## src/rtl/mpad_pkg.sv

```systemverilog
// ----------------------------------------------------------------------------
// mpad_pkg
// Shared types, sizes and register codes for the min-plus machine assignment
// datapath.
// ----------------------------------------------------------------------------
package mpad_pkg;

    localparam int MACHINES       = 4;
    localparam int TOTAL_BITS     = 32;
    localparam int LANES_MAX      = 4;
    localparam int COST_BITS      = 16;
    localparam int TIME_BITS      = 16;
    localparam int OUT_BITS       = 32;
    localparam int CFG_DATA_BITS  = 64;
    localparam int CFG_INDEX_BITS = 3;
    localparam int LANE_CNT_BITS  = 3;
    localparam int SUM_BITS       = TOTAL_BITS + 1;
    localparam int ACC_BITS       = TOTAL_BITS + 2;
    localparam int CMP_BITS       = (TOTAL_BITS > OUT_BITS) ? TOTAL_BITS : OUT_BITS;

    typedef logic [TOTAL_BITS-1:0]    total_t;
    typedef logic [COST_BITS-1:0]     cost_t;
    typedef logic [TIME_BITS-1:0]     time_t;
    typedef logic [OUT_BITS-1:0]      out_t;
    typedef logic [SUM_BITS-1:0]      sum_t;
    typedef logic [ACC_BITS-1:0]      acc_t;
    typedef logic [CMP_BITS-1:0]      cmp_t;
    typedef logic [CFG_DATA_BITS-1:0] cfg_data_t;
    typedef logic [LANE_CNT_BITS-1:0] lane_cnt_t;
    typedef logic [MACHINES-1:0]      lane_mask_t;

    typedef enum logic [CFG_INDEX_BITS-1:0] {
        REG_MACHINES_USED = 3'd0,
        REG_SWITCH_ROW_0  = 3'd1,
        REG_SWITCH_ROW_1  = 3'd2,
        REG_SWITCH_ROW_2  = 3'd3,
        REG_SWITCH_ROW_3  = 3'd4
    } cfg_reg_e;

    localparam lane_cnt_t MACHINES_USED_RESET = 3'd3;
    localparam cfg_data_t SWITCH_ROW_RESET [LANES_MAX] = '{
        64'd12885032960,
        64'd17179869186,
        64'd262147,
        64'd0
    };

    typedef struct packed {
        logic       first;
        logic       active;
        lane_mask_t mask;
    } lane_ctl_t;

    typedef struct packed {
        logic       load;
        logic       overflow;
        lane_mask_t mask;
    } merge_ctl_t;

endpackage

```

## src/rtl/min_plus_machine_assignment_dp.sv

```systemverilog
// ----------------------------------------------------------------------------
// min_plus_machine_assignment_dp
// Running min-plus totals per machine over a job stream; minimum total on the
// job flagged last.
// ----------------------------------------------------------------------------
// Throughput: one job beat per cycle while the input is not stalled; the lane
//   add-compare-select updates all machine totals in the cycle the job is accepted.
// Result path: totals and the pending flag register on the edge that accepts the
//   last job; the minimum then merges into the output register once that register
//   is empty or its beat is being taken.
// Input stalls only while a result waits for the merge and the output is held.
// Reset: totals and overflow cleared, configuration to its default values.
// ----------------------------------------------------------------------------
module min_plus_machine_assignment_dp (
    input  logic                          clk,
    input  logic                          rst_n,
    input  logic                          cfg_we,
    input  logic [mpad_pkg::CFG_INDEX_BITS-1:0] cfg_index,
    input  mpad_pkg::cfg_data_t           cfg_data,
    input  logic                          in_valid,
    output logic                          in_stall,
    input  logic                          first_job,
    input  logic                          last_job,
    input  mpad_pkg::time_t               time_m0,
    input  mpad_pkg::time_t               time_m1,
    input  mpad_pkg::time_t               time_m2,
    input  mpad_pkg::time_t               time_m3,
    output logic                          out_valid,
    input  logic                          out_stall,
    output mpad_pkg::out_t                min_total,
    output logic                          saturated
);
    import mpad_pkg::*;

    lane_cnt_t                    machines_used_reg;
    cfg_data_t                    switch_rows_reg [LANES_MAX];
    total_t    [MACHINES-1:0]     best_totals_reg;
    total_t    [MACHINES-1:0]     best_totals_next;
    logic                         overflow_reg;
    logic                         overflow_next;
    logic                         pending_reg;
    logic      [MACHINES-1:0]     lane_sat;
    lane_mask_t                   mask;
    time_t                        times [LANES_MAX];
    logic                         in_fire;
    logic                         merge_ready;
    merge_ctl_t                   merge_ctl;

    assign times[0] = time_m0;
    assign times[1] = time_m1;
    assign times[2] = time_m2;
    assign times[3] = time_m3;

    always_comb
    begin
        for (int j = 0; j < MACHINES; j++)
        begin
            mask[j] = (j == 0) || (LANE_CNT_BITS'(j) < machines_used_reg);
        end
    end

    for (genvar j = 0; j < MACHINES; j++) begin : g_lane
        cost_t     [MACHINES-1:0] column;
        lane_ctl_t                ctl;

        for (genvar k = 0; k < MACHINES; k++) begin : g_col
            assign column[k] = switch_rows_reg[k][COST_BITS*j +: COST_BITS];
        end

        assign ctl.first  = first_job;
        assign ctl.active = mask[j];
        assign ctl.mask   = mask;

        mpad_lane u_lane (
            .prev_totals (best_totals_reg),
            .costs       (column),
            .job_time    (times[j]),
            .ctl         (ctl),
            .next_total  (best_totals_next[j]),
            .sat         (lane_sat[j])
        );
    end

    assign in_stall      = pending_reg && !merge_ready;
    assign in_fire       = in_valid && !in_stall;
    assign overflow_next = (overflow_reg && !first_job) || (|lane_sat);

    // configuration
    always_ff @(posedge clk or negedge rst_n)
    begin
        if (!rst_n)
        begin
            machines_used_reg <= MACHINES_USED_RESET;
            for (int k = 0; k < LANES_MAX; k++)
            begin
                switch_rows_reg[k] <= SWITCH_ROW_RESET[k];
            end
        end
        else if (cfg_we)
        begin
            unique case (cfg_reg_e'(cfg_index))
                REG_MACHINES_USED: machines_used_reg  <= cfg_data[LANE_CNT_BITS-1:0];
                REG_SWITCH_ROW_0:  switch_rows_reg[0] <= cfg_data;
                REG_SWITCH_ROW_1:  switch_rows_reg[1] <= cfg_data;
                REG_SWITCH_ROW_2:  switch_rows_reg[2] <= cfg_data;
                REG_SWITCH_ROW_3:  switch_rows_reg[3] <= cfg_data;
                default: ;
            endcase
        end
    end

    // totals and result hand-off
    always_ff @(posedge clk or negedge rst_n)
    begin
        if (!rst_n)
        begin
            best_totals_reg <= '0;
            overflow_reg    <= 1'b0;
            pending_reg     <= 1'b0;
        end
        else
        begin
            if (in_fire)
            begin
                best_totals_reg <= best_totals_next;
                overflow_reg    <= overflow_next;
            end
            if (in_fire)
            begin
                pending_reg <= last_job;
            end
            else if (merge_ready)
            begin
                pending_reg <= 1'b0;
            end
        end
    end

    assign merge_ctl.load     = pending_reg;
    assign merge_ctl.overflow = overflow_reg;
    assign merge_ctl.mask     = mask;

    mpad_merge u_merge (
        .clk       (clk),
        .rst_n     (rst_n),
        .ctl       (merge_ctl),
        .totals    (best_totals_reg),
        .ready     (merge_ready),
        .out_valid (out_valid),
        .out_stall (out_stall),
        .min_total (min_total),
        .saturated (saturated)
    );

    a_last_pends : assert property (@(posedge clk) disable iff (!rst_n)
        in_fire && last_job |=> pending_reg)
        else $error("last job did not raise pending result");

    a_pending_moves : assert property (@(posedge clk) disable iff (!rst_n)
        pending_reg && merge_ready |=> out_valid)
        else $error("pending result not loaded into output register");

    a_first_clears_ovf : assert property (@(posedge clk) disable iff (!rst_n)
        in_fire && first_job && !(|lane_sat) |=> !overflow_reg)
        else $error("overflow not cleared by first job");

    a_unused_zero : assert property (@(posedge clk) disable iff (!rst_n)
        in_fire && !mask[MACHINES-1] |=> best_totals_reg[MACHINES-1] == '0)
        else $error("unused lane total not zero");

endmodule

```

## src/rtl/mpad_lane.sv

```systemverilog
// ----------------------------------------------------------------------------
// mpad_lane
// Add-compare-select for one machine: best previous total plus switch cost,
// plus the job time (the job time alone on a first job), saturated at the total
// limit; zero when the lane is not in use.
module mpad_lane (
    input  mpad_pkg::total_t [mpad_pkg::MACHINES-1:0] prev_totals,
    input  mpad_pkg::cost_t  [mpad_pkg::MACHINES-1:0] costs,
    input  mpad_pkg::time_t                           job_time,
    input  mpad_pkg::lane_ctl_t                       ctl,
    output mpad_pkg::total_t                          next_total,
    output logic                                      sat
);
    import mpad_pkg::*;

    sum_t cand [MACHINES];
    sum_t best;
    acc_t acc;
    total_t clamped;

    for (genvar k = 0; k < MACHINES; k++) begin : g_cand
        assign cand[k] = {1'b0, prev_totals[k]} + SUM_BITS'(costs[k]);
    end

    always_comb
    begin
        best = cand[0];
        for (int k = 1; k < MACHINES; k++)
        begin
            if (ctl.mask[k] && (cand[k] < best))
            begin
                best = cand[k];
            end
        end
    end

    always_comb
    begin
        if (ctl.first)
        begin
            acc = ACC_BITS'(job_time);
        end
        else
        begin
            acc = ACC_BITS'(best) + ACC_BITS'(job_time);
        end
        if (acc > ACC_BITS'({TOTAL_BITS{1'b1}}))
        begin
            clamped = '1;
        end
        else
        begin
            clamped = acc[TOTAL_BITS-1:0];
        end
    end

    assign next_total = ctl.active ? clamped : '0;
    assign sat        = ctl.active && (clamped == '1);

endmodule

```

## src/rtl/mpad_merge.sv

```systemverilog
// ----------------------------------------------------------------------------
// mpad_merge
// Minimum over the lanes in use, clamped to the output width, held in the
// output register until the beat is taken.
// ----------------------------------------------------------------------------
module mpad_merge (
    input  logic                                      clk,
    input  logic                                      rst_n,
    input  mpad_pkg::merge_ctl_t                      ctl,
    input  mpad_pkg::total_t [mpad_pkg::MACHINES-1:0] totals,
    output logic                                      ready,
    output logic                                      out_valid,
    input  logic                                      out_stall,
    output mpad_pkg::out_t                            min_total,
    output logic                                      saturated
);
    import mpad_pkg::*;

    total_t m;
    cmp_t   m_ext;
    out_t   m_out;
    logic   out_valid_reg;
    out_t   min_total_reg;
    logic   saturated_reg;

    always_comb
    begin
        m = totals[0];
        for (int k = 1; k < MACHINES; k++)
        begin
            if (ctl.mask[k] && (totals[k] < m))
            begin
                m = totals[k];
            end
        end
        m_ext = CMP_BITS'(m);
        if (m_ext > CMP_BITS'({OUT_BITS{1'b1}}))
        begin
            m_out = '1;
        end
        else
        begin
            m_out = m_ext[OUT_BITS-1:0];
        end
    end

    assign ready = !out_valid_reg || !out_stall;

    always_ff @(posedge clk or negedge rst_n)
    begin
        if (!rst_n)
        begin
            out_valid_reg <= 1'b0;
        end
        else if (ready)
        begin
            out_valid_reg <= ctl.load;
        end
    end

    always_ff @(posedge clk)
    begin
        if (ready && ctl.load)
        begin
            min_total_reg <= m_out;
            saturated_reg <= ctl.overflow;
        end
    end

    assign out_valid = out_valid_reg;
    assign min_total = min_total_reg;
    assign saturated = saturated_reg;

endmodule

```

## config.mk

```make
export PLATFORM = sky130hd
export DESIGN_NAME = min_plus_machine_assignment_dp
export DESIGN_NICKNAME = d
export VERILOG_FILES = /design/src/rtl/mpad_pkg.sv /design/src/rtl/min_plus_machine_assignment_dp.sv /design/src/rtl/mpad_lane.sv /design/src/rtl/mpad_merge.sv
export SDC_FILE = /design/constraint.sdc
export NUM_CORES = 2
export LEC_CHECK = 0
export ABC_CLOCK_PERIOD_IN_PS = 17700
export BUFFER_PORTS_ARGS = -buffer_cell sky130_fd_sc_hd__buf_2
export CAP_MARGIN = 0
export CORE_MARGIN = 2
export CORE_UTILIZATION = 30
export DETAILED_ROUTE_END_ITERATION = 6
export SYNTH_ARGS = -nofsm -noshare
export SYNTH_HDL_FRONTEND = slang
export SYNTH_HIERARCHICAL = 1
export SYNTH_SLANG_ARGS = --single-unit
```

## constraint.sdc

```tcl
create_clock -name clk -period 17.7 [get_ports clk]
set_clock_uncertainty 0.2 [all_clocks]
set_input_delay 3.54 -clock clk [delete_from_list [all_inputs] [get_ports clk]]
set_output_delay 3.54 -clock clk [all_outputs]
set_load 0.01 [all_outputs]
```

# Yosys cells after proc, flatten, opt, wreduce, memory -nomap -nowiden
# Index checks and enable logic that the tools add are counted.
totals:
  ff_bits: 423
  inputBits: 138
  out_inout_bits: 35
  word_cells: 130
op_classes:
  n_addsub: 20
  order_cmp: 23
  eq_ne: 8
  mux: 28
  n_reduce_logical: 37
op_table:
  columns: ["op", "count"]
  rows:
  - ["$add 32x16->33", 16]
  - ["$lt 33x33->1", 12]
  - ["$mux 33", 12]
  - ["$mux 32", 10]
  - ["$add 33x16->34", 4]
  - ["$gt 34x32->1 const B", 4]
  - ["$mux 34", 4]
  - ["$eq 32x32->1 const B", 4]
  - ["$lt 32x32->1", 3]
  - ["$gt 32x32->1 const B", 1]
  - ["$logic_and 1x1->1", 22]
  - ["$reduce_and 2->1", 5]
  - ["$eq 3x2->1 const B", 2]
  - ["$lt 2x3->1 const A", 2]
  - ["$logic_not 1->1", 5]
  - ["$reduce_or 4->1", 1]
  - ["$eq 3x1->1 const B", 1]
  - ["$eq 3x3->1 const B", 1]
  - ["$logic_not 3->1", 1]
  - ["$lt 1x3->1 const A", 1]
  - ["$logic_or 1x1->1", 2]
  - ["$mux 1", 2]
  - ["$reduce_bool 2->1", 1]

# Longest topological paths before layout
logic_depth:
  word_depth: 18
  ltp_mapped: 77

# Hierarchy
# Netlist, hierarchy kept.
modules_own_cells:
  columns: ["mod", "instances", "cells_per_inst", "area_each_um2", "seq_area_each_um2"]
  rows:
  - ["mpad_lane at g_lane[0].u_lane ...", 3, 1368, 9648.0, 0.0]
  - ["min_plus_machine_assignment_dp", 1, 835, 14549.0, 9746.8]
  - ["mpad_lane at g_lane[1].u_lane", 1, 1329, 9202.6, 0.0]
  - ["mpad_merge", 1, 530, 4570.6, 1016.0]

# Least setup slack after synthesis
# No wires, ideal clock.
synth_timing:
  kind: "register to register"
  from: "register best_totals_reg[0] (netlist name)"
  to: "register overflow_reg"
  setup_ns: 0.083
  arrival_time_ns: 16.713
  path_slack_ns: 0.704
  stages_incl_launch_ff: 76
  path_buffers: 11
  period_less_slack_ns: 16.996
  path_cell_list: "dfrtp_1 -> ha_1 -> fa_1 -> a21o_1 -> a31o_1 -> a32oi_1 -> o21ai_0 -> a21o_1 -> a21oi_1 -> xor2_1 -> ha_1 -> a21oi_1 -> o21ai_0 -> or4_1 -> a41oi_1 -> o21bai_1 -> maj3_2 -> a211o_1 -> [40 not listed] -> a21oi_1 -> nor2_1 -> nor2_1 -> o21ai_0 -> a31oi_1 -> o21ai_0 -> a21o_1 -> a21oi_1 -> o21ai_0 -> a31oi_1 -> or3_1 -> buf_2 -> o31a_1 -> or4b_1 -> or4b_1 -> a221oi_2 -> nor4_1 -> o21ai_0"
synth_between:
  elab_chain_len: 18
synth_lines:
  columns: ["item", "line", "rtl"]
  rows:
  - ["from (decl)", "min_plus_machine_assignment_dp.sv:37", "total_t [MACHINES-1:0] best_totals_reg;"]
  - ["from (signal assigned)", "min_plus_machine_assignment_dp.sv:125", "best_totals_reg <= best_totals_next;"]
  - ["$add 32x16->33 *", "mpad_lane.sv:22", "assign cand[k] = {1'b0, prev_totals[k]} + SUM_BITS'(costs[k]);"]
  - ["$lt 33x33->1", "mpad_lane.sv:30", "if (ctl.mask[k] && (cand[k] < best))"]
  - ["$logic_and 1x1->1", "mpad_lane.sv:30", null]
  - ["$mux 33 *", "mpad_lane.sv:30", null]
  - ["$lt 33x33->1", "mpad_lane.sv:30", null]
  - ["$logic_and 1x1->1", "mpad_lane.sv:30", null]
  - ["$mux 33 *", "mpad_lane.sv:30", null]
  - ["$lt 33x33->1", "mpad_lane.sv:30", null]
  - ["[3 not listed]", null, null]
  - ["$mux 34 *", "mpad_lane.sv:39", "if (ctl.first)"]
  - ["$gt 34x32->1", "mpad_lane.sv:47", "if (acc > ACC_BITS'({TOTAL_BITS{1'b1}}))"]
  - ["$mux 32 *", "mpad_lane.sv:47", null]
  - ["$eq 32x32->1 *", "mpad_lane.sv:58", "assign sat = ctl.active && (clamped == '1);"]
  - ["$logic_and 1x1->1 *", "mpad_lane.sv:58", null]
  - ["named net lane_sat[1]", "min_plus_machine_assignment_dp.sv:42", "logic [MACHINES-1:0] lane_sat;"]
  - ["$reduce_or 4->1 *", "min_plus_machine_assignment_dp.sv:86", "assign overflow_next = (overflow_reg && !first_job) || (|lane_sat);"]
  - ["$logic_or 1x1->1 *", "min_plus_machine_assignment_dp.sv:86", null]
  - ["to (signal assigned)", "min_plus_machine_assignment_dp.sv:126", "overflow_reg <= overflow_next;"]
  - ["to (decl)", "min_plus_machine_assignment_dp.sv:39", "logic overflow_reg;"]
# Mark *: on every way through the listed nets, which the timed path passes. The rest lies on a longest branch.
# A chain may end at the register's enable or synchronous reset.

# Final worst setup path
layout_timing:
  from: "register best_totals_reg[8] (netlist name)"
  to: "register overflow_reg"
# The elaborated chain is that of the path after synthesis.

==> impl_metrics.env <==
export IMPL_status="complete, no violations"
export IMPL_clk_path_buf_depth=3
export IMPL_track_usage_pct=27.1
export IMPL_viasPerCell=5.90
export IMPL_synth_warnings=6
export IMPL_synth_top_area_share_pct=17.6
export IMPL_layout_common_cells="804 x ha_1, 692 x a21oi_1, 557 x nor2_1"
export IMPL_yosysTopAreaCell="ha_1"
export IMPL_die_w_um=441
export IMPL_cts_tree="done"
export IMPL_syn_nets=7760
export IMPL_slew_limit_headroom_pct=14.7
export IMPL_grt_remaining_overflow=0
export IMPL_dp_slack_ps=-287
export IMPL_first_iter_violations=6044
export IMPL_async_flop_share_pct=92.2
export IMPL_synth_edf_count=33
export IMPL_slowest_delay_ps=760
export IMPL_endpoint_kind="flip-flop"
export IMPL_io_pins=173
export IMPL_cts_root_buf="clkbuf_16"
export IMPL_grt_pass1_wl_um=382000
export IMPL_drv_cap=0
export IMPL_critPathRequiredTime_ps=18110
export IMPL_start_util_pct=30.1
export IMPL_num_rows=160
export IMPL_path_clk_slew_ps=70
export IMPL_startpoint_type="flip-flop"
export IMPL_final_common_cell="ha_1"
export IMPL_largest_reg_flops=256
export IMPL_grt_max_degree=139
export IMPL_synthToLayoutAreaGrowth_pct=11.9
export IMPL_postLayoutSetupSlackWorst_ps=1000
export IMPL_routedWlPerCell_um=28.4
export IMPL_hold_viol=0
export IMPL_hold_class="flip-flop to flip-flop"
export IMPL_hpwl_um=215000
export IMPL_ant_nets=0
export IMPL_ctsHtreeMaxLevel=2
export IMPL_dr_pass1_iters=6
export IMPL_post_route_min_period_ps=16700
export IMPL_insertion_delay_ps=710
export IMPL_die_y_um=441
export IMPL_tns_ps=0
export IMPL_cp_max_fo=29
export IMPL_gp_congestion=1.04
export IMPL_ys_types=122
export IMPL_vias=56864
export IMPL_finalSetupViolCount=0
export IMPL_cts_made_buffers=55
export IMPL_worstMarginPinSlew_ps=1270
export IMPL_fillers=19751
export IMPL_portBuffers=172
export IMPL_drcViolationCount=0
export IMPL_final_layout_size_suffix_gt1_share_pct=15.5
export IMPL_fmax_mhz=59.9
export IMPL_path_class="flip-flop to flip-flop"
export IMPL_fin_nets=8007
export IMPL_synth_seq_area_share_pct=18.8
export IMPL_syn_cell_area_sq_mm=0.0573
export IMPL_slowest_stage="a211oi_1"
export IMPL_cp_common_cell="a21o_1"
export IMPL_dieArea_sq_mm=0.194
export IMPL_ys_ff_latch=423
export IMPL_arrival_ps=17110
export IMPL_reg2reg_slack_ps=1000
export IMPL_syn_avg_cell_area_sq_um=8.42
export IMPL_synthTopCellsByArea="ha_1 18%, dfrtp_1 17%, mux2_2 7.8%"
export IMPL_grt_pass1_vias=53139
export IMPL_rsz0062_at_grt="false"
export IMPL_postSynthCellCount=6798
export IMPL_routed_wl_um=273000
export IMPL_dpl_instance_area_sq_mm=0.0619
export IMPL_post_cts_buffers=0
export IMPL_ctsHoldBuffers=0
export IMPL_cts_sinks=423
export IMPL_final_area_sq_mm=0.0641
export IMPL_antenna_found_initial=52
export IMPL_synth_ff_type="dfrtp_1"
export IMPL_fin_crit_sh_pct=94.4
export IMPL_drv_slew=0
export IMPL_core_area_sq_mm=0.190
==> repair_timing <==
| action | in CTS | in global routing |
|---|---|---|
| gates resized for setup | 2 | 20 |
| endpoints found under the setup margin | 1 | 65 |
| pin swaps | 0 | 1 |
==> logic make-up after synthesis <==
group,synth area share [%]
and+or+nand+nor,17.5
AOI/OAI and AO/OA,22.9
adders and majority gates,18.3
xor gates and xnor gates,8.47
muxes,10.2
buffers and inverters,3.85
DFF,18.8
other,0.00655
==> final timing paths <==
path | from | end | cells after the start
worst max-delay path | best_totals_reg[8] | overflow_reg | 61
worst min-delay path | pending_reg | u_merge/out_valid | 1
worst max register to register | best_totals_reg[8] | overflow_reg | 61
worst min register to register | pending_reg | u_merge/out_valid | 1
max in group asynchronous | rst_n | best_totals_reg[108] | 3
min in group asynchronous | rst_n | best_totals_reg[10] | 1
==> worst max-delay path, delay by kind of cell (launching register included) <==
| kind | cells | cell delay, ps |
|---|---|---|
| XOR/XNOR | 1 | 230 |
| adder cells (fa/ha/maj) | 6 | 1950 |
| flip-flops | 1 | 560 |
| buffers and inverters | 3 | 850 |
| AO/OA/AOI/OAI | 32 | 8970 |
| AND/OR/NAND/NOR | 19 | 3790 |
==> metal layers <==
metal	part of all wire, %	vias up	track usage, %
met5	0.066	-	0
met4	7.2	28	17.6
met3	9.6	644	5.88
met2	43	2851	41.2
met1	40	27567	34.6
li1	-	25774	-
==> stage by stage <==
step | util [%] | hold slack [ps] | instances
after floorplan | - | 219 | 6798
after global placement | 32.6 | 262 | 9499
after detailed placement | 32.6 | 276 | 9499
after CTS | 33.6 | 295 | 9599
after global routing | 33.7 | 312 | 9602
final | 33.7 | 289 | 9632
==> cell type report <==
cell class / instances / area, sq um / area share [%]
Inverter: 322 / 1210 / 1.89
Clock inverter: 34 / 500 / 0.781
Multi-Input combinational cell: 5872 / 44500 / 69.4
Clock buffer: 66 / 1500 / 2.34
Timing Repair Buffer: 371 / 2400 / 3.75
Antenna cell: 33 / 82.6 / 0.129
Sequential cell: 423 / 10800 / 16.8
Tap cell: 2511 / 3140 / 4.90
==> cell usage after synthesis (15+ instances only) <==
master	n
nand2_1	435
fa_1	20
clkbuf_1	91
nor4b_1	18
a31oi_1	37
xnor2_1	360
a21oi_1	695
buf_6	31
and3_1	74
o21a_1	71
nand4_1	126
nand3_1	200
and2_1	37
mux2i_1	82
mux2_1	42
o21bai_1	70
buf_2	41
ha_1	804
o2111ai_1	20
nor2b_1	79
nor3b_1	21
a211o_1	31
nand3b_1	18
a211oi_1	72
o21ai_1	22
a21o_1	244
and4_1	31
or2_2	45
nand2b_1	82
edfxtp_1	33
nor2_1	558
dfrtp_1	380
xor2_1	194
o311a_1	21
or3_1	23
mux2_2	396
o211ai_1	53
nor3_1	131
o22ai_1	15
inv_1	321
o21ai_0	347
nor4_1	28
Power is not shown: default switching activity piles up to over one toggle a cycle in this logic, so the estimate is an artifact.
